$ cat src/stok_pkg.sv
// Shared types, constants and register codes of the script tokenizer.
`timescale 1ns / 1ps

package stok_pkg;

    // Field widths.
    localparam int BYTE_W = 8;
    localparam int LEN_W  = 10;
    localparam int CAP_W  = 11;

    // Token buffer capacity limits.
    localparam int MAX_TOKEN_BYTES = 1024;
    localparam int CAP_MAX         = (MAX_TOKEN_BYTES < 1024) ? MAX_TOKEN_BYTES : 1024;

    // Result bundle and queue sizing.
    localparam int MAX_RESULTS = 3;
    localparam int QUEUE_DEPTH = 4;
    localparam int QPTR_W      = $clog2(QUEUE_DEPTH);
    localparam int QCNT_W      = $clog2(QUEUE_DEPTH + 1);

    // Configuration port.
    localparam int ADDR_W = 5;
    localparam int DATA_W = 32;

    localparam logic [2:0] REG_COMMA_NOT_TOKEN        = 3'd0;
    localparam logic [2:0] REG_SINGLE_QUOTE_NOT_TOKEN = 3'd1;
    localparam logic [2:0] REG_BRACKETS_NOT_TOKEN     = 3'd2;
    localparam logic [2:0] REG_COLON_IS_TOKEN         = 3'd3;
    localparam logic [2:0] REG_NEWLINE_IS_TOKEN       = 3'd4;
    localparam logic [2:0] REG_HASH_STARTS_COMMENT    = 3'd5;
    localparam logic [2:0] REG_QUOTES_NOT_SPECIAL     = 3'd6;
    localparam logic [2:0] REG_TOKEN_CAPACITY         = 3'd7;

    localparam logic [CAP_W-1:0] CAP_RESET = CAP_W'(1024);

    // Scanner modes.
    localparam logic [2:0] MODE_SKIP    = 3'd0;
    localparam logic [2:0] MODE_SLASH   = 3'd1;
    localparam logic [2:0] MODE_COMMENT = 3'd2;
    localparam logic [2:0] MODE_WORD    = 3'd3;
    localparam logic [2:0] MODE_QUOTE   = 3'd4;
    localparam logic [2:0] MODE_QESC    = 3'd5;

    // Characters.
    localparam logic [BYTE_W-1:0] CH_NL     = 8'h0A;
    localparam logic [BYTE_W-1:0] CH_SPACE  = 8'h20;
    localparam logic [BYTE_W-1:0] CH_DQUOTE = 8'h22;
    localparam logic [BYTE_W-1:0] CH_HASH   = 8'h23;
    localparam logic [BYTE_W-1:0] CH_APOS   = 8'h27;
    localparam logic [BYTE_W-1:0] CH_LPAREN = 8'h28;
    localparam logic [BYTE_W-1:0] CH_RPAREN = 8'h29;
    localparam logic [BYTE_W-1:0] CH_COMMA  = 8'h2C;
    localparam logic [BYTE_W-1:0] CH_SLASH  = 8'h2F;
    localparam logic [BYTE_W-1:0] CH_COLON  = 8'h3A;
    localparam logic [BYTE_W-1:0] CH_BSLASH = 8'h5C;
    localparam logic [BYTE_W-1:0] CH_LBRACE = 8'h7B;
    localparam logic [BYTE_W-1:0] CH_RBRACE = 8'h7D;

    typedef struct packed {
        logic             comma_not_token;
        logic             single_quote_not_token;
        logic             brackets_not_token;
        logic             colon_is_token;
        logic             newline_is_token;
        logic             hash_starts_comment;
        logic             quotes_not_special;
        logic [CAP_W-1:0] token_capacity;
    } cfg_t;

    typedef struct packed {
        logic [BYTE_W-1:0] out_byte;
        logic              byte_valid;
        logic              token_end;
        logic [LEN_W-1:0]  token_length;
        logic              token_quoted;
        logic              token_overflow;
        logic              stream_end;
        logic              run_last;
    } result_t;

    typedef struct packed {
        logic [1:0]                    count;
        result_t [MAX_RESULTS-1:0]     res;
    } bundle_t;

    typedef struct packed {
        logic [2:0]                mode;
        logic [LEN_W-1:0]          klen;
        logic                      drop;
        logic [1:0]                n;
        result_t [MAX_RESULTS-1:0] res;
    } scan_t;

endpackage

$ cat src/stok_in_if.sv
// Input byte channel of the script tokenizer.
`timescale 1ns / 1ps

interface stok_in_if;
    logic                          valid;
    logic                          ready;
    logic [stok_pkg::BYTE_W-1:0]   in_byte;
    logic                          input_end;

    modport source (output valid, output in_byte, output input_end, input ready);
    modport sink   (input valid, input in_byte, input input_end, output ready);
endinterface

$ cat src/stok_out_if.sv
// Result channel of the script tokenizer.
`timescale 1ns / 1ps

interface stok_out_if;
    logic                          valid;
    logic                          ready;
    logic [stok_pkg::BYTE_W-1:0]   out_byte;
    logic                          byte_valid;
    logic                          token_end;
    logic [stok_pkg::LEN_W-1:0]    token_length;
    logic                          token_quoted;
    logic                          token_overflow;
    logic                          stream_end;
    logic                          run_last;

    modport source (
        output valid, output out_byte, output byte_valid, output token_end,
        output token_length, output token_quoted, output token_overflow,
        output stream_end, output run_last, input ready
    );
    modport sink (
        input valid, input out_byte, input byte_valid, input token_end,
        input token_length, input token_quoted, input token_overflow,
        input stream_end, input run_last, output ready
    );
endinterface

$ cat src/script_tokenizer.sv
// Top level of the script tokenizer: configuration registers and the three stages.
`timescale 1ns / 1ps

// Usage
//   in_ch carries one text byte per transfer with an input_end flag; a zero byte or
//   input_end closes the text, and the next byte starts a new one. out_ch carries one
//   result per transfer: a token byte, a token end marker with length, quoted and
//   overflow flags, or a lone end-of-text marker. run_last flags the last result
//   caused by one input byte; a byte may cause none (whitespace, comments) or up to 3.
//   Configuration is written over the APB-style port, register i at byte address 4*i;
//   the user must write it only while no results are pending; the block does not enforce this.
// Timing
//   The front end takes a byte every cycle while its 4-entry bundle queue has room;
//   the scanner mode and kept length update in that same cycle. With the queue empty,
//   the first result of a byte passes through a queue slot and then the output register
//   before it is valid at out_ch. The back end sends one result per cycle while out_ch
//   is ready, so the results of one byte leave one after another.
// Reset
//   rst_n clears the scanner to whitespace skipping, empties the queue and the output
//   register, and restores every register to its default (capacity 1024).
// Stall
//   When out_ch is not ready the output register holds; the queue fills and then
//   in_ch ready drops until space frees up. No result is lost or repeated.

module script_tokenizer (
    input  logic                          clk,
    input  logic                          rst_n,
    stok_in_if.sink                       in_ch,
    stok_out_if.source                    out_ch,
    input  logic                          psel,
    input  logic                          penable,
    input  logic                          pwrite,
    input  logic [stok_pkg::ADDR_W-1:0]   paddr,
    input  logic [stok_pkg::DATA_W-1:0]   pwdata,
    output logic [stok_pkg::DATA_W-1:0]   prdata,
    output logic                          pready
);
    import stok_pkg::*;

    cfg_t       cfg_reg, cfg_next;
    logic       cfg_wr;
    logic [2:0] reg_idx;

    logic    q_push;
    logic    q_pop;
    logic    q_full;
    logic    q_empty;
    bundle_t q_in;
    bundle_t q_head;

    // Configuration port: always ready, write in the access phase.
    assign pready  = 1'b1;
    assign reg_idx = paddr[ADDR_W-1:2];
    assign cfg_wr  = psel && penable && pwrite && pready;

    always_comb
    begin
        cfg_next = cfg_reg;
        if (cfg_wr)
        begin
            case (reg_idx)
                REG_COMMA_NOT_TOKEN:        cfg_next.comma_not_token        = pwdata[0];
                REG_SINGLE_QUOTE_NOT_TOKEN: cfg_next.single_quote_not_token = pwdata[0];
                REG_BRACKETS_NOT_TOKEN:     cfg_next.brackets_not_token     = pwdata[0];
                REG_COLON_IS_TOKEN:         cfg_next.colon_is_token         = pwdata[0];
                REG_NEWLINE_IS_TOKEN:       cfg_next.newline_is_token       = pwdata[0];
                REG_HASH_STARTS_COMMENT:    cfg_next.hash_starts_comment    = pwdata[0];
                REG_QUOTES_NOT_SPECIAL:     cfg_next.quotes_not_special     = pwdata[0];
                REG_TOKEN_CAPACITY:         cfg_next.token_capacity         = pwdata[CAP_W-1:0];
                default:                    cfg_next = cfg_reg;
            endcase
        end
    end

    always_comb
    begin
        case (reg_idx)
            REG_COMMA_NOT_TOKEN:        prdata = DATA_W'(cfg_reg.comma_not_token);
            REG_SINGLE_QUOTE_NOT_TOKEN: prdata = DATA_W'(cfg_reg.single_quote_not_token);
            REG_BRACKETS_NOT_TOKEN:     prdata = DATA_W'(cfg_reg.brackets_not_token);
            REG_COLON_IS_TOKEN:         prdata = DATA_W'(cfg_reg.colon_is_token);
            REG_NEWLINE_IS_TOKEN:       prdata = DATA_W'(cfg_reg.newline_is_token);
            REG_HASH_STARTS_COMMENT:    prdata = DATA_W'(cfg_reg.hash_starts_comment);
            REG_QUOTES_NOT_SPECIAL:     prdata = DATA_W'(cfg_reg.quotes_not_special);
            REG_TOKEN_CAPACITY:         prdata = DATA_W'(cfg_reg.token_capacity);
            default:                    prdata = '0;
        endcase
    end

    always_ff @(posedge clk or negedge rst_n)
    begin
        if (!rst_n)
        begin
            // Flags clear, capacity at its default.
            cfg_reg <= cfg_t'({7'b0, CAP_RESET});
        end
        else
        begin
            cfg_reg <= cfg_next;
        end
    end

    // Scan each byte and hand its results over as one bundle.
    stok_front u_front (
        .clk    (clk),
        .rst_n  (rst_n),
        .in_ch  (in_ch),
        .cfg    (cfg_reg),
        .q_full (q_full),
        .q_push (q_push),
        .q_data (q_in)
    );

    // Decouple scanning from result delivery.
    stok_queue u_queue (
        .clk       (clk),
        .rst_n     (rst_n),
        .push      (q_push),
        .push_data (q_in),
        .pop       (q_pop),
        .head      (q_head),
        .empty     (q_empty),
        .full      (q_full)
    );

    // Send results one transfer at a time.
    stok_back u_back (
        .clk    (clk),
        .rst_n  (rst_n),
        .head   (q_head),
        .empty  (q_empty),
        .pop    (q_pop),
        .out_ch (out_ch)
    );

    // The front end never writes into a full queue.
    assert property (@(posedge clk) disable iff (!rst_n) q_push |-> !q_full)
        else $error("bundle pushed into full queue");

    // The back end never pops an empty queue.
    assert property (@(posedge clk) disable iff (!rst_n) q_pop |-> !q_empty)
        else $error("bundle popped from empty queue");

    // Queued bundles always hold at least one result.
    assert property (@(posedge clk) disable iff (!rst_n) !q_empty |-> q_head.count != 2'd0)
        else $error("empty bundle in queue");

    // Token summary fields only ride on a token end.
    assert property (@(posedge clk) disable iff (!rst_n)
        (out_ch.valid && !out_ch.token_end) |->
        (out_ch.token_length == '0 && !out_ch.token_quoted && !out_ch.token_overflow))
        else $error("token summary without token end");

endmodule

$ cat src/stok_front.sv
// Front end: accepts text bytes, advances the scanner and builds result bundles.
`timescale 1ns / 1ps

module stok_front (
    input  logic              clk,
    input  logic              rst_n,
    stok_in_if.sink           in_ch,
    input  stok_pkg::cfg_t    cfg,
    input  logic              q_full,
    output logic              q_push,
    output stok_pkg::bundle_t q_data
);
    import stok_pkg::*;

    logic [2:0]       mode_reg, mode_next;
    logic [LEN_W-1:0] klen_reg, klen_next;
    logic             drop_reg, drop_next;
    logic [CAP_W-1:0] cap_eff;
    logic [LEN_W-1:0] limit;
    logic             accept;
    scan_t            s;

    function automatic scan_t put_res(scan_t st, logic [BYTE_W-1:0] b, logic bv, logic te,
                                      logic [LEN_W-1:0] len, logic q, logic ov, logic se);
        result_t r;
        r.out_byte       = b;
        r.byte_valid     = bv;
        r.token_end      = te;
        r.token_length   = len;
        r.token_quoted   = q;
        r.token_overflow = ov;
        r.stream_end     = se;
        r.run_last       = 1'b0;
        if (st.n != 2'(MAX_RESULTS))
        begin
            st.res[st.n] = r;
            st.n         = st.n + 2'd1;
        end
        return st;
    endfunction

    function automatic scan_t keep_byte(scan_t st, logic [BYTE_W-1:0] b, logic [LEN_W-1:0] lim);
        if (st.klen < lim)
        begin
            st      = put_res(st, b, 1'b1, 1'b0, '0, 1'b0, 1'b0, 1'b0);
            st.klen = st.klen + LEN_W'(1);
        end
        else
        begin
            st.drop = 1'b1;
        end
        return st;
    endfunction

    function automatic logic is_tok(logic [BYTE_W-1:0] b, cfg_t c);
        logic t;
        case (b)
            CH_LBRACE, CH_RBRACE: t = 1'b1;
            CH_COMMA:             t = !c.comma_not_token;
            CH_APOS:              t = !c.single_quote_not_token;
            CH_LPAREN, CH_RPAREN: t = !c.brackets_not_token;
            CH_COLON:             t = c.colon_is_token;
            CH_NL:                t = c.newline_is_token;
            default:              t = 1'b0;
        endcase
        return t;
    endfunction

    function automatic scan_t start_token(scan_t st, logic [2:0] m);
        st.klen = '0;
        st.drop = 1'b0;
        st.mode = m;
        return st;
    endfunction

    function automatic scan_t close_token(scan_t st, logic q, logic se);
        st      = put_res(st, '0, 1'b0, 1'b1, st.klen, q, st.drop, se);
        st.mode = MODE_SKIP;
        return st;
    endfunction

    function automatic scan_t skip_byte(scan_t st, logic [BYTE_W-1:0] b, cfg_t c,
                                        logic [LEN_W-1:0] lim);
        if (b <= CH_SPACE && !(c.newline_is_token && b == CH_NL))
        begin
            st = st;
        end
        else if (b == CH_SLASH)
        begin
            st.mode = MODE_SLASH;
        end
        else if (b == CH_HASH && c.hash_starts_comment)
        begin
            st.mode = MODE_COMMENT;
        end
        else if (b == CH_DQUOTE && !c.quotes_not_special)
        begin
            st = start_token(st, MODE_QUOTE);
        end
        else if (is_tok(b, c))
        begin
            st = put_res(st, b, 1'b1, 1'b1, LEN_W'(1), 1'b0, 1'b0, 1'b0);
        end
        else
        begin
            st = start_token(st, MODE_WORD);
            st = keep_byte(st, b, lim);
        end
        return st;
    endfunction

    function automatic scan_t word_byte(scan_t st, logic [BYTE_W-1:0] b, cfg_t c,
                                        logic [LEN_W-1:0] lim);
        if (b <= CH_SPACE || is_tok(b, c))
        begin
            st = close_token(st, 1'b0, 1'b0);
            st = skip_byte(st, b, c, lim);
        end
        else
        begin
            st = keep_byte(st, b, lim);
        end
        return st;
    endfunction

    function automatic scan_t quote_byte(scan_t st, logic [BYTE_W-1:0] b, logic [LEN_W-1:0] lim);
        if (b == CH_BSLASH)
        begin
            st.mode = MODE_QESC;
        end
        else if (b == CH_DQUOTE)
        begin
            st = close_token(st, 1'b1, 1'b0);
        end
        else
        begin
            st = keep_byte(st, b, lim);
        end
        return st;
    endfunction

    function automatic scan_t process_byte(scan_t st, logic [BYTE_W-1:0] b, cfg_t c,
                                           logic [LEN_W-1:0] lim);
        case (st.mode)
            MODE_SKIP:
            begin
                st = skip_byte(st, b, c, lim);
            end
            MODE_SLASH:
            begin
                if (b == CH_SLASH)
                begin
                    st.mode = MODE_COMMENT;
                end
                else
                begin
                    st = start_token(st, MODE_WORD);
                    st = keep_byte(st, CH_SLASH, lim);
                    st = word_byte(st, b, c, lim);
                end
            end
            MODE_COMMENT:
            begin
                if (b == CH_NL)
                begin
                    st.mode = MODE_SKIP;
                    st      = skip_byte(st, b, c, lim);
                end
            end
            MODE_WORD:
            begin
                st = word_byte(st, b, c, lim);
            end
            MODE_QUOTE:
            begin
                st = quote_byte(st, b, lim);
            end
            MODE_QESC:
            begin
                st.mode = MODE_QUOTE;
                if (b == CH_DQUOTE)
                begin
                    st = keep_byte(st, CH_DQUOTE, lim);
                end
                else
                begin
                    st = keep_byte(st, CH_BSLASH, lim);
                    st = quote_byte(st, b, lim);
                end
            end
            default:
            begin
                st.mode = MODE_SKIP;
                st      = skip_byte(st, b, c, lim);
            end
        endcase
        return st;
    endfunction

    function automatic scan_t finish_text(scan_t st, logic [LEN_W-1:0] lim);
        case (st.mode)
            MODE_SLASH:
            begin
                st = start_token(st, MODE_WORD);
                st = keep_byte(st, CH_SLASH, lim);
                st = close_token(st, 1'b0, 1'b1);
            end
            MODE_WORD:
            begin
                st = close_token(st, 1'b0, 1'b1);
            end
            MODE_QUOTE:
            begin
                st = close_token(st, 1'b1, 1'b1);
            end
            MODE_QESC:
            begin
                st = keep_byte(st, CH_BSLASH, lim);
                st = close_token(st, 1'b1, 1'b1);
            end
            default:
            begin
                // Mark the last token end of this byte, or add a lone end marker.
                if (st.n != 2'd0 && st.res[st.n - 2'd1].token_end)
                begin
                    st.res[st.n - 2'd1].stream_end = 1'b1;
                end
                else
                begin
                    st = put_res(st, '0, 1'b0, 1'b0, '0, 1'b0, 1'b0, 1'b1);
                end
            end
        endcase
        st.mode = MODE_SKIP;
        st.klen = '0;
        st.drop = 1'b0;
        return st;
    endfunction

    // Clamp the capacity and keep at most capacity-1 bytes.
    always_comb
    begin
        if (cfg.token_capacity < CAP_W'(2))
        begin
            cap_eff = CAP_W'(2);
        end
        else if (cfg.token_capacity > CAP_W'(CAP_MAX))
        begin
            cap_eff = CAP_W'(CAP_MAX);
        end
        else
        begin
            cap_eff = cfg.token_capacity;
        end
        limit = LEN_W'(cap_eff - CAP_W'(1));
    end

    always_comb
    begin
        s      = '0;
        s.mode = mode_reg;
        s.klen = klen_reg;
        s.drop = drop_reg;
        if (in_ch.in_byte != '0)
        begin
            s = process_byte(s, in_ch.in_byte, cfg, limit);
        end
        if (in_ch.in_byte == '0 || in_ch.input_end)
        begin
            s = finish_text(s, limit);
        end
        if (s.n != 2'd0)
        begin
            s.res[s.n - 2'd1].run_last = 1'b1;
        end
    end

    assign in_ch.ready = !q_full;
    assign accept      = in_ch.valid && !q_full;
    assign q_push      = accept && (s.n != 2'd0);
    assign q_data.count = s.n;
    assign q_data.res   = s.res;

    always_comb
    begin
        mode_next = mode_reg;
        klen_next = klen_reg;
        drop_next = drop_reg;
        if (accept)
        begin
            mode_next = s.mode;
            klen_next = s.klen;
            drop_next = s.drop;
        end
    end

    always_ff @(posedge clk or negedge rst_n)
    begin
        if (!rst_n)
        begin
            mode_reg <= MODE_SKIP;
            klen_reg <= '0;
            drop_reg <= 1'b0;
        end
        else
        begin
            mode_reg <= mode_next;
            klen_reg <= klen_next;
            drop_reg <= drop_next;
        end
    end

endmodule

$ cat src/stok_queue.sv
// Short bundle queue between the front end and the result sequencer.
`timescale 1ns / 1ps

module stok_queue (
    input  logic              clk,
    input  logic              rst_n,
    input  logic              push,
    input  stok_pkg::bundle_t push_data,
    input  logic              pop,
    output stok_pkg::bundle_t head,
    output logic              empty,
    output logic              full
);
    import stok_pkg::*;

    bundle_t           slot_reg [QUEUE_DEPTH];
    logic [QPTR_W-1:0] wr_ptr_reg, wr_ptr_next;
    logic [QPTR_W-1:0] rd_ptr_reg, rd_ptr_next;
    logic [QCNT_W-1:0] count_reg, count_next;

    assign empty = (count_reg == '0);
    assign full  = (count_reg == QCNT_W'(QUEUE_DEPTH));
    assign head  = slot_reg[rd_ptr_reg];

    always_comb
    begin
        wr_ptr_next = wr_ptr_reg;
        rd_ptr_next = rd_ptr_reg;
        count_next  = count_reg;
        if (push)
        begin
            wr_ptr_next = wr_ptr_reg + QPTR_W'(1);
        end
        if (pop)
        begin
            rd_ptr_next = rd_ptr_reg + QPTR_W'(1);
        end
        if (push && !pop)
        begin
            count_next = count_reg + QCNT_W'(1);
        end
        else if (pop && !push)
        begin
            count_next = count_reg - QCNT_W'(1);
        end
    end

    always_ff @(posedge clk)
    begin
        if (push)
        begin
            slot_reg[wr_ptr_reg] <= push_data;
        end
    end

    always_ff @(posedge clk or negedge rst_n)
    begin
        if (!rst_n)
        begin
            wr_ptr_reg <= '0;
            rd_ptr_reg <= '0;
            count_reg  <= '0;
        end
        else
        begin
            wr_ptr_reg <= wr_ptr_next;
            rd_ptr_reg <= rd_ptr_next;
            count_reg  <= count_next;
        end
    end

endmodule

$ cat src/stok_back.sv
// Back end: unpacks queued bundles into single results behind an output register.
`timescale 1ns / 1ps

module stok_back (
    input  logic              clk,
    input  logic              rst_n,
    input  stok_pkg::bundle_t head,
    input  logic              empty,
    output logic              pop,
    stok_out_if.source        out_ch
);
    import stok_pkg::*;

    logic [1:0] idx_reg, idx_next;
    logic       out_valid_reg, out_valid_next;
    result_t    out_data_reg;
    logic       load;

    assign load = !empty && (!out_valid_reg || out_ch.ready);
    assign pop  = load && (idx_reg == head.count - 2'd1);

    always_comb
    begin
        idx_next       = idx_reg;
        out_valid_next = out_valid_reg;
        if (load)
        begin
            out_valid_next = 1'b1;
            idx_next       = pop ? 2'd0 : idx_reg + 2'd1;
        end
        else if (out_ch.ready)
        begin
            out_valid_next = 1'b0;
        end
    end

    always_ff @(posedge clk or negedge rst_n)
    begin
        if (!rst_n)
        begin
            idx_reg       <= 2'd0;
            out_valid_reg <= 1'b0;
        end
        else
        begin
            idx_reg       <= idx_next;
            out_valid_reg <= out_valid_next;
        end
    end

    always_ff @(posedge clk)
    begin
        if (load)
        begin
            out_data_reg <= head.res[idx_reg];
        end
    end

    assign out_ch.valid          = out_valid_reg;
    assign out_ch.out_byte       = out_data_reg.out_byte;
    assign out_ch.byte_valid     = out_data_reg.byte_valid;
    assign out_ch.token_end      = out_data_reg.token_end;
    assign out_ch.token_length   = out_data_reg.token_length;
    assign out_ch.token_quoted   = out_data_reg.token_quoted;
    assign out_ch.token_overflow = out_data_reg.token_overflow;
    assign out_ch.stream_end     = out_data_reg.stream_end;
    assign out_ch.run_last       = out_data_reg.run_last;

endmodule

$ cat src/flat_wrapper.sv
// flat-port wrapper written by rule: the top's interface ports become plain ports
module script_tokenizer_flat import stok_pkg::*;
  (clk, rst_n, psel, penable, pwrite, paddr, pwdata, prdata, pready, in_ch_valid, in_ch_in_byte, in_ch_input_end, in_ch_ready, out_ch_valid, out_ch_out_byte, out_ch_byte_valid, out_ch_token_end, out_ch_token_length, out_ch_token_quoted, out_ch_token_overflow, out_ch_stream_end, out_ch_run_last, out_ch_ready);
  stok_in_if in_ch_i ();
  stok_out_if out_ch_i ();
  input  logic clk;
  input  logic rst_n;
  input  logic psel;
  input  logic penable;
  input  logic pwrite;
  input  logic [stok_pkg::ADDR_W-1:0] paddr;
  input  logic [stok_pkg::DATA_W-1:0] pwdata;
  output logic [stok_pkg::DATA_W-1:0] prdata;
  output logic pready;
  input wire logic [$bits(in_ch_i.valid)-1:0] in_ch_valid;
  input wire logic [$bits(in_ch_i.in_byte)-1:0] in_ch_in_byte;
  input wire logic [$bits(in_ch_i.input_end)-1:0] in_ch_input_end;
  output wire logic [$bits(in_ch_i.ready)-1:0] in_ch_ready;
  output wire logic [$bits(out_ch_i.valid)-1:0] out_ch_valid;
  output wire logic [$bits(out_ch_i.out_byte)-1:0] out_ch_out_byte;
  output wire logic [$bits(out_ch_i.byte_valid)-1:0] out_ch_byte_valid;
  output wire logic [$bits(out_ch_i.token_end)-1:0] out_ch_token_end;
  output wire logic [$bits(out_ch_i.token_length)-1:0] out_ch_token_length;
  output wire logic [$bits(out_ch_i.token_quoted)-1:0] out_ch_token_quoted;
  output wire logic [$bits(out_ch_i.token_overflow)-1:0] out_ch_token_overflow;
  output wire logic [$bits(out_ch_i.stream_end)-1:0] out_ch_stream_end;
  output wire logic [$bits(out_ch_i.run_last)-1:0] out_ch_run_last;
  input wire logic [$bits(out_ch_i.ready)-1:0] out_ch_ready;
  assign in_ch_i.valid = in_ch_valid;
  assign in_ch_i.in_byte = in_ch_in_byte;
  assign in_ch_i.input_end = in_ch_input_end;
  assign in_ch_ready = in_ch_i.ready;
  assign out_ch_valid = out_ch_i.valid;
  assign out_ch_out_byte = out_ch_i.out_byte;
  assign out_ch_byte_valid = out_ch_i.byte_valid;
  assign out_ch_token_end = out_ch_i.token_end;
  assign out_ch_token_length = out_ch_i.token_length;
  assign out_ch_token_quoted = out_ch_i.token_quoted;
  assign out_ch_token_overflow = out_ch_i.token_overflow;
  assign out_ch_stream_end = out_ch_i.stream_end;
  assign out_ch_run_last = out_ch_i.run_last;
  assign out_ch_i.ready = out_ch_ready;
  script_tokenizer u_core (.clk(clk), .rst_n(rst_n), .in_ch(in_ch_i), .out_ch(out_ch_i), .psel(psel), .penable(penable), .pwrite(pwrite), .paddr(paddr), .pwdata(pwdata), .prdata(prdata), .pready(pready));
endmodule
$ cat config.mk
export PLATFORM = sky130hd
export DESIGN_NAME = script_tokenizer_flat
export DESIGN_NICKNAME = d
export VERILOG_FILES = /design/src/stok_pkg.sv /design/src/stok_in_if.sv /design/src/stok_out_if.sv /design/src/script_tokenizer.sv /design/src/stok_front.sv /design/src/stok_queue.sv /design/src/stok_back.sv /design/src/flat_wrapper.sv
export SDC_FILE = /design/constraint.sdc
export NUM_CORES = 1
export LEC_CHECK = 0
export BUFFER_PORTS_ARGS = -buffer_cell sky130_fd_sc_hd__buf_2
export CAP_MARGIN = 0
export CORE_MARGIN = 1.5
export CORE_UTILIZATION = 40
export DETAILED_ROUTE_END_ITERATION = 8
export GPL_ROUTABILITY_DRIVEN = 0
export GPL_TIMING_DRIVEN = 0
export SETUP_SLACK_MARGIN = 0.02
export SYNTH_ARGS = -nofsm -noshare
export SYNTH_HDL_FRONTEND = slang
export SYNTH_HIERARCHICAL = 1
export SYNTH_SLANG_ARGS = --single-unit
$ cat constraint.sdc
create_clock -name clk -period 20.9 [get_ports clk]
set_input_delay 3.135 -clock clk [delete_from_list [all_inputs] [get_ports clk]]
set_output_delay 3.135 -clock clk [all_outputs]
set_load 0.02 [all_outputs]
Word-level counts from Yosys, hierarchy flattened

Memory sizes are Yosys's and may differ from the RTL's.
Cells that the tools add are included.

Register bits after elaboration: 66
RAM bits: 296
Output and inout bits: 59
Word-level logic and storage cells: 372
Memories: 1

Add/sub/neg operators: 20
$lt $le $gt $ge: 27
Equal/unequal tests: 37
Mux-type cells: 198
Bitwise logic cells: 9
Reduce and logical (&&, ||, !) cells: 56

Memory list:

| name                    | depth | bits a word | rd ports | clocked after Yosys merged registers in | write ports | line             | text |
|---|---|---|---|---|---|---|---|
| u_core.u_queue.slot_reg | 4     | 74          | 1        | 0                                       | 1           | stok_queue.sv:16 | `bundle_t slot_reg [QUEUE_DEPTH];` |

Operator list:

| kind                 | number |
|---|---|
| $mux W74             | 34 |
| $mux W88             | 18 |
| $mux W85             | 12 |
| $bwmux W72           | 13 |
| $pmux W88 S6         | 1 |
| $demux W24 S2        | 9 |
| $mux W73             | 5 |
| $mux W87             | 4 |
| $pmux W74 S4         | 1 |
| $mux W24             | 11 |
| $pmux W32 S8         | 1 |
| $mux W72             | 2 |
| $mux W10             | 11 |
| $bmux W24 S2         | 2 |
| $mux W13             | 6 |
| $and A69 B69 Y69     | 1 |
| $not A69 Y69         | 1 |
| $eq A8 B6 Y1 const B | 8 |
| $and A57 B57 Y57     | 1 |
| $not A57 Y57         | 1 |
| $and A54 B54 Y54     | 1 |
| $not A54 Y54         | 1 |
| $mux W1              | 46 |
| $mux W3              | 14 |
| 36 further kinds     | 143 |

Depth between registers and ports, before layout

Word-level depth: 59
Gate-level depth with buffers: 50
Gate-level depth less buffers: 47

Cells and area by module

The synthesis kept the hierarchy.

By module, submodules not included:

| module           | times used | cells each | area each (sq um) |
|---|---|---|---|
| stok_queue       | 1          | 421        | 11116.9 |
| stok_front       | 1          | 1159       | 7294.5 |
| stok_back        | 1          | 125        | 1417.6 |
| script_tokenizer | 1          | 90         | 1104.8 |

Worst setup path after synthesis

Ideal clock, no wire load.

Path kind: reg-to-reg
Start point: register u_core/cfg_reg[7] (netlist name)
End point: memory u_core/u_queue/slot_reg[0][0] (netlist name) (enable)
Data arrival time: 11162 ps
Setup slack: 9298 ps
Cell stages (with the launch flop): 44
Path buffers: 1
Clock period less this slack: 11602 ps
Path through: dfrtp_1 nor4_2 a31oi_1 inv_1 ha_1 nor2b_1 a21oi_1 a211oi_1 ha_1 nand3_1 a211oi_1 a211oi_1 a2111o_2 o211ai_2 xor2_1 inv_1 ha_1 a21o_1 [8 not listed] o22ai_1 nor2_1 o21ai_1 inv_1 ha_1 a211o_1 a21oi_1 o21ai_0 a31oi_1 o211ai_1 o32ai_2 o41a_4 or2_1 buf_6 a31oi_1 a21oi_1 o21ba_1 and2_1

RTL lines:

| element                  | line                   | text |
|---|---|---|
| start: declaration       | script_tokenizer.sv:40 | `cfg_t cfg_reg, cfg_next;` |
| start signal: assignment | script_tokenizer.sv:95 | `cfg_reg <= cfg_t'({7'b0, CAP_RESET});` |
| start signal: assignment | script_tokenizer.sv:99 | `cfg_reg <= cfg_next;` |
| end: declaration         | stok_queue.sv:16       |  |

==> metrics.txt <==
# TYPE chip_impl_metric gauge
chip_impl_info{name="ys_dominant_reg_cell",value="sky130_fd_sc_hd__edfxtp_1"} 1
chip_impl_info{name="run_status",value="finished clean"} 1
chip_impl_metric{name="n_fill_cell",unit=""} 4822
chip_impl_metric{name="ys.warnings.count",unit=""} 6
chip_impl_metric{name="holdBufCountCts",unit=""} 0
chip_impl_metric{name="globalRouteMet2Util",unit="%"} 35.2
chip_impl_metric{name="timing.max_slew.rel_slack",unit="%"} 5.55
chip_impl_metric{name="final_max_slew_viol_count",unit=""} 0
chip_impl_metric{name="max-clock-path-buffers",unit=""} 3
chip_impl_info{name="largest_family_of_logic_cells_by_synthesized_area",value="compound AO/OA/AOI/OAI gates"} 1
chip_impl_metric{name="yosys-mux-area-fraction",unit="%"} 11.4
chip_impl_info{name="grt-busiest-layer",value="met2"} 1
chip_impl_info{name="worst_setup_path_startpoint",value="u_core/cfg_reg[7]"} 1
chip_impl_info{name="worst_path_dominant_cell_family",value="compound AO/OA/AOI/OAI gates"} 1
chip_impl_metric{name="areaGrowthSynthToFinish",unit="%"} 12.3
chip_impl_metric{name="largest_reg_flops",unit=""} 296
chip_impl_metric{name="die_w",unit="µm"} 232
chip_impl_metric{name="layout-drive-gt1-share",unit="%"} 20.1
chip_impl_metric{name="synth_enable_flop_cells",unit=""} 320
chip_impl_info{name="setup_repair_after_global_routing_missed_its_margin",value="false"} 1
chip_impl_metric{name="firstDrtPassIters",unit=""} 6
chip_impl_metric{name="dpl_cell_area",unit="mm²"} 0.0223
chip_impl_metric{name="largest_net_degree_at_the_start_of_global_routing",unit=""} 56
chip_impl_metric{name="hold-worst-slack",unit="ns"} 0.496
chip_impl_metric{name="synth-simple-area-share",unit="%"} 12.7
chip_impl_metric{name="hold_viol",unit=""} 0
chip_impl_metric{name="vias_per_cell",unit=""} 5.98
chip_impl_metric{name="grt-ovfl-total",unit=""} 0
chip_impl_metric{name="placement_rows",unit=""} 83
chip_impl_metric{name="totalNegativeSetupSlack",unit="ns"} 0
chip_impl_metric{name="timing.critical_path.buf_inv",unit=""} 6
chip_impl_info{name="reg2reg_from",value="u_core/cfg_reg[7]"} 1
chip_impl_metric{name="critPathMaxStageDelay",unit="ns"} 0.73
chip_impl_metric{name="globalRouteMet1Util",unit="%"} 30.5
chip_impl_metric{name="htree_num_levels",unit=""} 2
chip_impl_metric{name="power.total",unit="mW"} 3.19
chip_impl_metric{name="fp.dieArea",unit="mm²"} 0.0537
chip_impl_metric{name="cts_repair_resize_count",unit=""} 0
chip_impl_metric{name="first_pass_grt_wire_length",unit="µm"} 90800
chip_impl_metric{name="clock_insertion_delay_worst_skew",unit="ns"} 0.56
chip_impl_metric{name="regToRegSetupSlack",unit="ns"} 7.42
chip_impl_metric{name="num_vias",unit=""} 15700
chip_impl_metric{name="die_height",unit="µm"} 232
chip_impl_metric{name="yosysUniqueCellTypes",unit=""} 108
chip_impl_metric{name="detail_route.drc_violations",unit=""} 0
chip_impl_metric{name="num_io_pins",unit=""} 112
chip_impl_metric{name="fin_crit_sh",unit="%"} 64.5
chip_impl_metric{name="ant_nets",unit=""} 0
chip_impl_metric{name="final_area",unit="mm²"} 0.0235
chip_impl_info{name="setup.worst_path.end_class",value="flip-flop"} 1
chip_impl_info{name="layout.cells.most_common",value="sky130_fd_sc_hd__edfxtp_1"} 1
chip_impl_info{name="critical_path.slowest_cell",value="sky130_fd_sc_hd__a211oi_1"} 1
chip_impl_metric{name="via_count_of_the_first_global_routing_pass",unit=""} 15200
chip_impl_metric{name="wirelength",unit="µm"} 59500
chip_impl_metric{name="cts-buffers-inserted",unit=""} 39
chip_impl_metric{name="initial_utilization",unit="%"} 40.6
chip_impl_metric{name="syn-cell-area",unit="mm²"} 0.0209
chip_impl_metric{name="number_of_antenna_violations_at_the_first_check_in_global_routing",unit=""} 0
chip_impl_metric{name="use_met3",unit="%"} 3.36
chip_impl_metric{name="worst-slew-pin-transition",unit="ns"} 1.40
chip_impl_metric{name="clkTransAtPathRegs",unit="ns"} 0.06
chip_impl_info{name="reg2reg_to",value="u_core/u_queue/slot_reg[1][31]"} 1
chip_impl_metric{name="hpwl",unit="µm"} 42400
chip_impl_metric{name="worst_ir_drop_on_vdd",unit="mV"} 0.0816
chip_impl_metric{name="yosys_register_bits",unit=""} 362
chip_impl_info{name="setup.worst_path.end",value="u_core/u_queue/slot_reg[1][31]"} 1
chip_impl_metric{name="reg2reg_depth",unit=""} 44
chip_impl_metric{name="multiInputGateArea",unit="mm²"} 0.00891
chip_impl_metric{name="floorplan.core_area",unit="mm²"} 0.0515
chip_impl_metric{name="layout.core_utilization",unit="%"} 45.6
chip_impl_metric{name="synthesis.area_per_instance",unit="µm²"} 11.7
chip_impl_metric{name="proportion_of_synthesized_chip_area_in_sequential_cells",unit="%"} 50.9
chip_impl_info{name="critical_path_class",value="flip-flop to flip-flop"} 1
chip_impl_metric{name="global_route.usage.total",unit="%"} 22.1
chip_impl_metric{name="post-cts-setup-buffer-count",unit=""} 0
chip_impl_info{name="cts_tree",value="yes"} 1
chip_impl_metric{name="areal_power_density_over_the_cells",unit="mW/mm²"} 136
chip_impl_metric{name="timing.final.crit_period",unit="ns"} 13.48
chip_impl_metric{name="postSynthCellCount",unit=""} 1795
chip_impl_info{name="hold_path.class",value="flip-flop to flip-flop"} 1
chip_impl_metric{name="skew",unit="ns"} 0.0209
chip_impl_metric{name="worst_ep_arrival_time",unit="ns"} 13.70
chip_impl_metric{name="layout.area.seq",unit="mm²"} 0.0107
chip_impl_info{name="timing.critical_path.mode_cell",value="sky130_fd_sc_hd__a21o_1"} 1
chip_impl_metric{name="layout.nets",unit=""} 2017
chip_impl_metric{name="drv_cap",unit=""} 0
chip_impl_metric{name="post_synth_arst_share",unit="%"} 11.6
chip_impl_metric{name="yosys.area_share.adder",unit="%"} 2.61
chip_impl_metric{name="io_buffer_count",unit=""} 60
chip_impl_metric{name="finalSetupViolations",unit=""} 0
chip_impl_info{name="holdCritStartpoint",value="u_core/u_queue/count_reg[2]"} 1
chip_impl_metric{name="cp_data_required_time",unit="ns"} 21.11
chip_impl_info{name="final_cell_mix",value="sky130_fd_sc_hd__edfxtp_1, sky130_fd_sc_hd__nand2_1, sky130_fd_sc_hd__o21ai_0"} 1
chip_impl_metric{name="synth_compound_gate_area_share",unit="%"} 14.3
chip_impl_metric{name="n_antenna_cell",unit=""} 0
chip_impl_info{name="critical_path.startpoint_type",value="flip-flop"} 1
chip_impl_metric{name="critical_path_cell_count",unit=""} 44
chip_impl_metric{name="post_synth_xor_area_fraction",unit="%"} 1.08
chip_impl_metric{name="timing.fmax",unit="MHz"} 74.2
chip_impl_info{name="cts_root_buf",value="sky130_fd_sc_hd__clkbuf_16"} 1
chip_impl_metric{name="routedWlPerCell",unit="µm"} 22.7
chip_impl_metric{name="critical_path.max_fanout",unit=""} 53
chip_impl_metric{name="detailedRoute.firstIterationViolations",unit=""} 2046
chip_impl_metric{name="power_leakage",unit="nW"} 8.71
chip_impl_metric{name="cts.sink_count",unit=""} 362
==> stage by stage <==
step | instances | setup slack [ns]
2_1_floorplan | 1815 | 9.30
3_3_place_gp | 2555 | 4.92
3_5_place_dp | 2559 | 7.35
4_1_cts | 2625 | 7.32
5_1_grt | 2626 | 6.50
6_report | 2626 | 7.42
==> routing by layer <==
layer,share of wire [%],up-vias
met2,46,851
met4,3.4,0
met1,42,7676
li1,-,7035
met5,0,-
met3,8.4,152
==> where the power goes <==
| group | internal, mW | switching [mW] |
|---|---|---|
| clock network | 0.386 | 0.285 |
| registers | 1.04 | 0.0510 |
| logic | 0.545 | 0.886 |
| total | 1.97 | 1.22 |
==> final cells by class <==
type                       count  share of cell area [%]
sequential                   362                    45.3
clock buffer                  49                    4.35
tap                          680                    3.62
timing repair buffer          65                    1.78
inverter                      40                   0.639
buffer                       201                    5.50
clock inverter                17                   0.846
multi-input combinational   1212                    37.9
==> worst min path at each step <==
| stage | cells past startpoint | end | slack [ns] |
|---|---|---|---|
| global route | 1 | u_core/u_queue/count_reg[2] | 0.51 |
| finish | 1 | u_core/u_queue/count_reg[2] | 0.50 |
| floorplan | 1 | u_core/u_queue/count_reg[2] | 0.46 |
| detailed placement | 1 | u_core/u_queue/count_reg[2] | 0.48 |
| CTS | 1 | u_core/u_queue/count_reg[2] | 0.49 |
| global placement | 1 | u_core/u_queue/count_reg[2] | 0.47 |
==> cell usage after synthesis (21+ instances only) <==
cell	instances	area, µm²
sky130_fd_sc_hd__nand3_1	39	195
sky130_fd_sc_hd__a21o_1	24	180
sky130_fd_sc_hd__nor3_1	46	230
sky130_fd_sc_hd__a21oi_1	93	465
sky130_fd_sc_hd__inv_1	39	146
sky130_fd_sc_hd__and2_1	29	181
sky130_fd_sc_hd__clkbuf_1	70	263
sky130_fd_sc_hd__ha_1	42	526
sky130_fd_sc_hd__mux2i_1	34	340
sky130_fd_sc_hd__nand2_1	147	552
sky130_fd_sc_hd__a211oi_1	21	158
sky130_fd_sc_hd__buf_4	100	751
sky130_fd_sc_hd__a31oi_1	37	231
sky130_fd_sc_hd__mux4_2	74	1670
sky130_fd_sc_hd__o21ai_0	123	616
sky130_fd_sc_hd__nor2_1	114	428
sky130_fd_sc_hd__dfrtp_1	41	1030
sky130_fd_sc_hd__edfxtp_1	320	9610
sky130_fd_sc_hd__nor2b_1	24	150
==> kinds of logic (layout without fill, tap and decap cells) <==
| group | after synthesis | in the layout |
|---|---|---|
| AO/OA/AOI/OAI | 456 | 456 |
| AND/OR/NAND/NOR | 530 | 530 |
| buffers and inverters | 241 | 372 |
| flip-flops | 362 | 362 |
| XOR/XNOR | 25 | 25 |
| multiplexers | 135 | 135 |
| other | 3 | 23 |
| adder cells (fa/ha/maj) | 43 | 43 |
(Power assumes the default switching activity.)
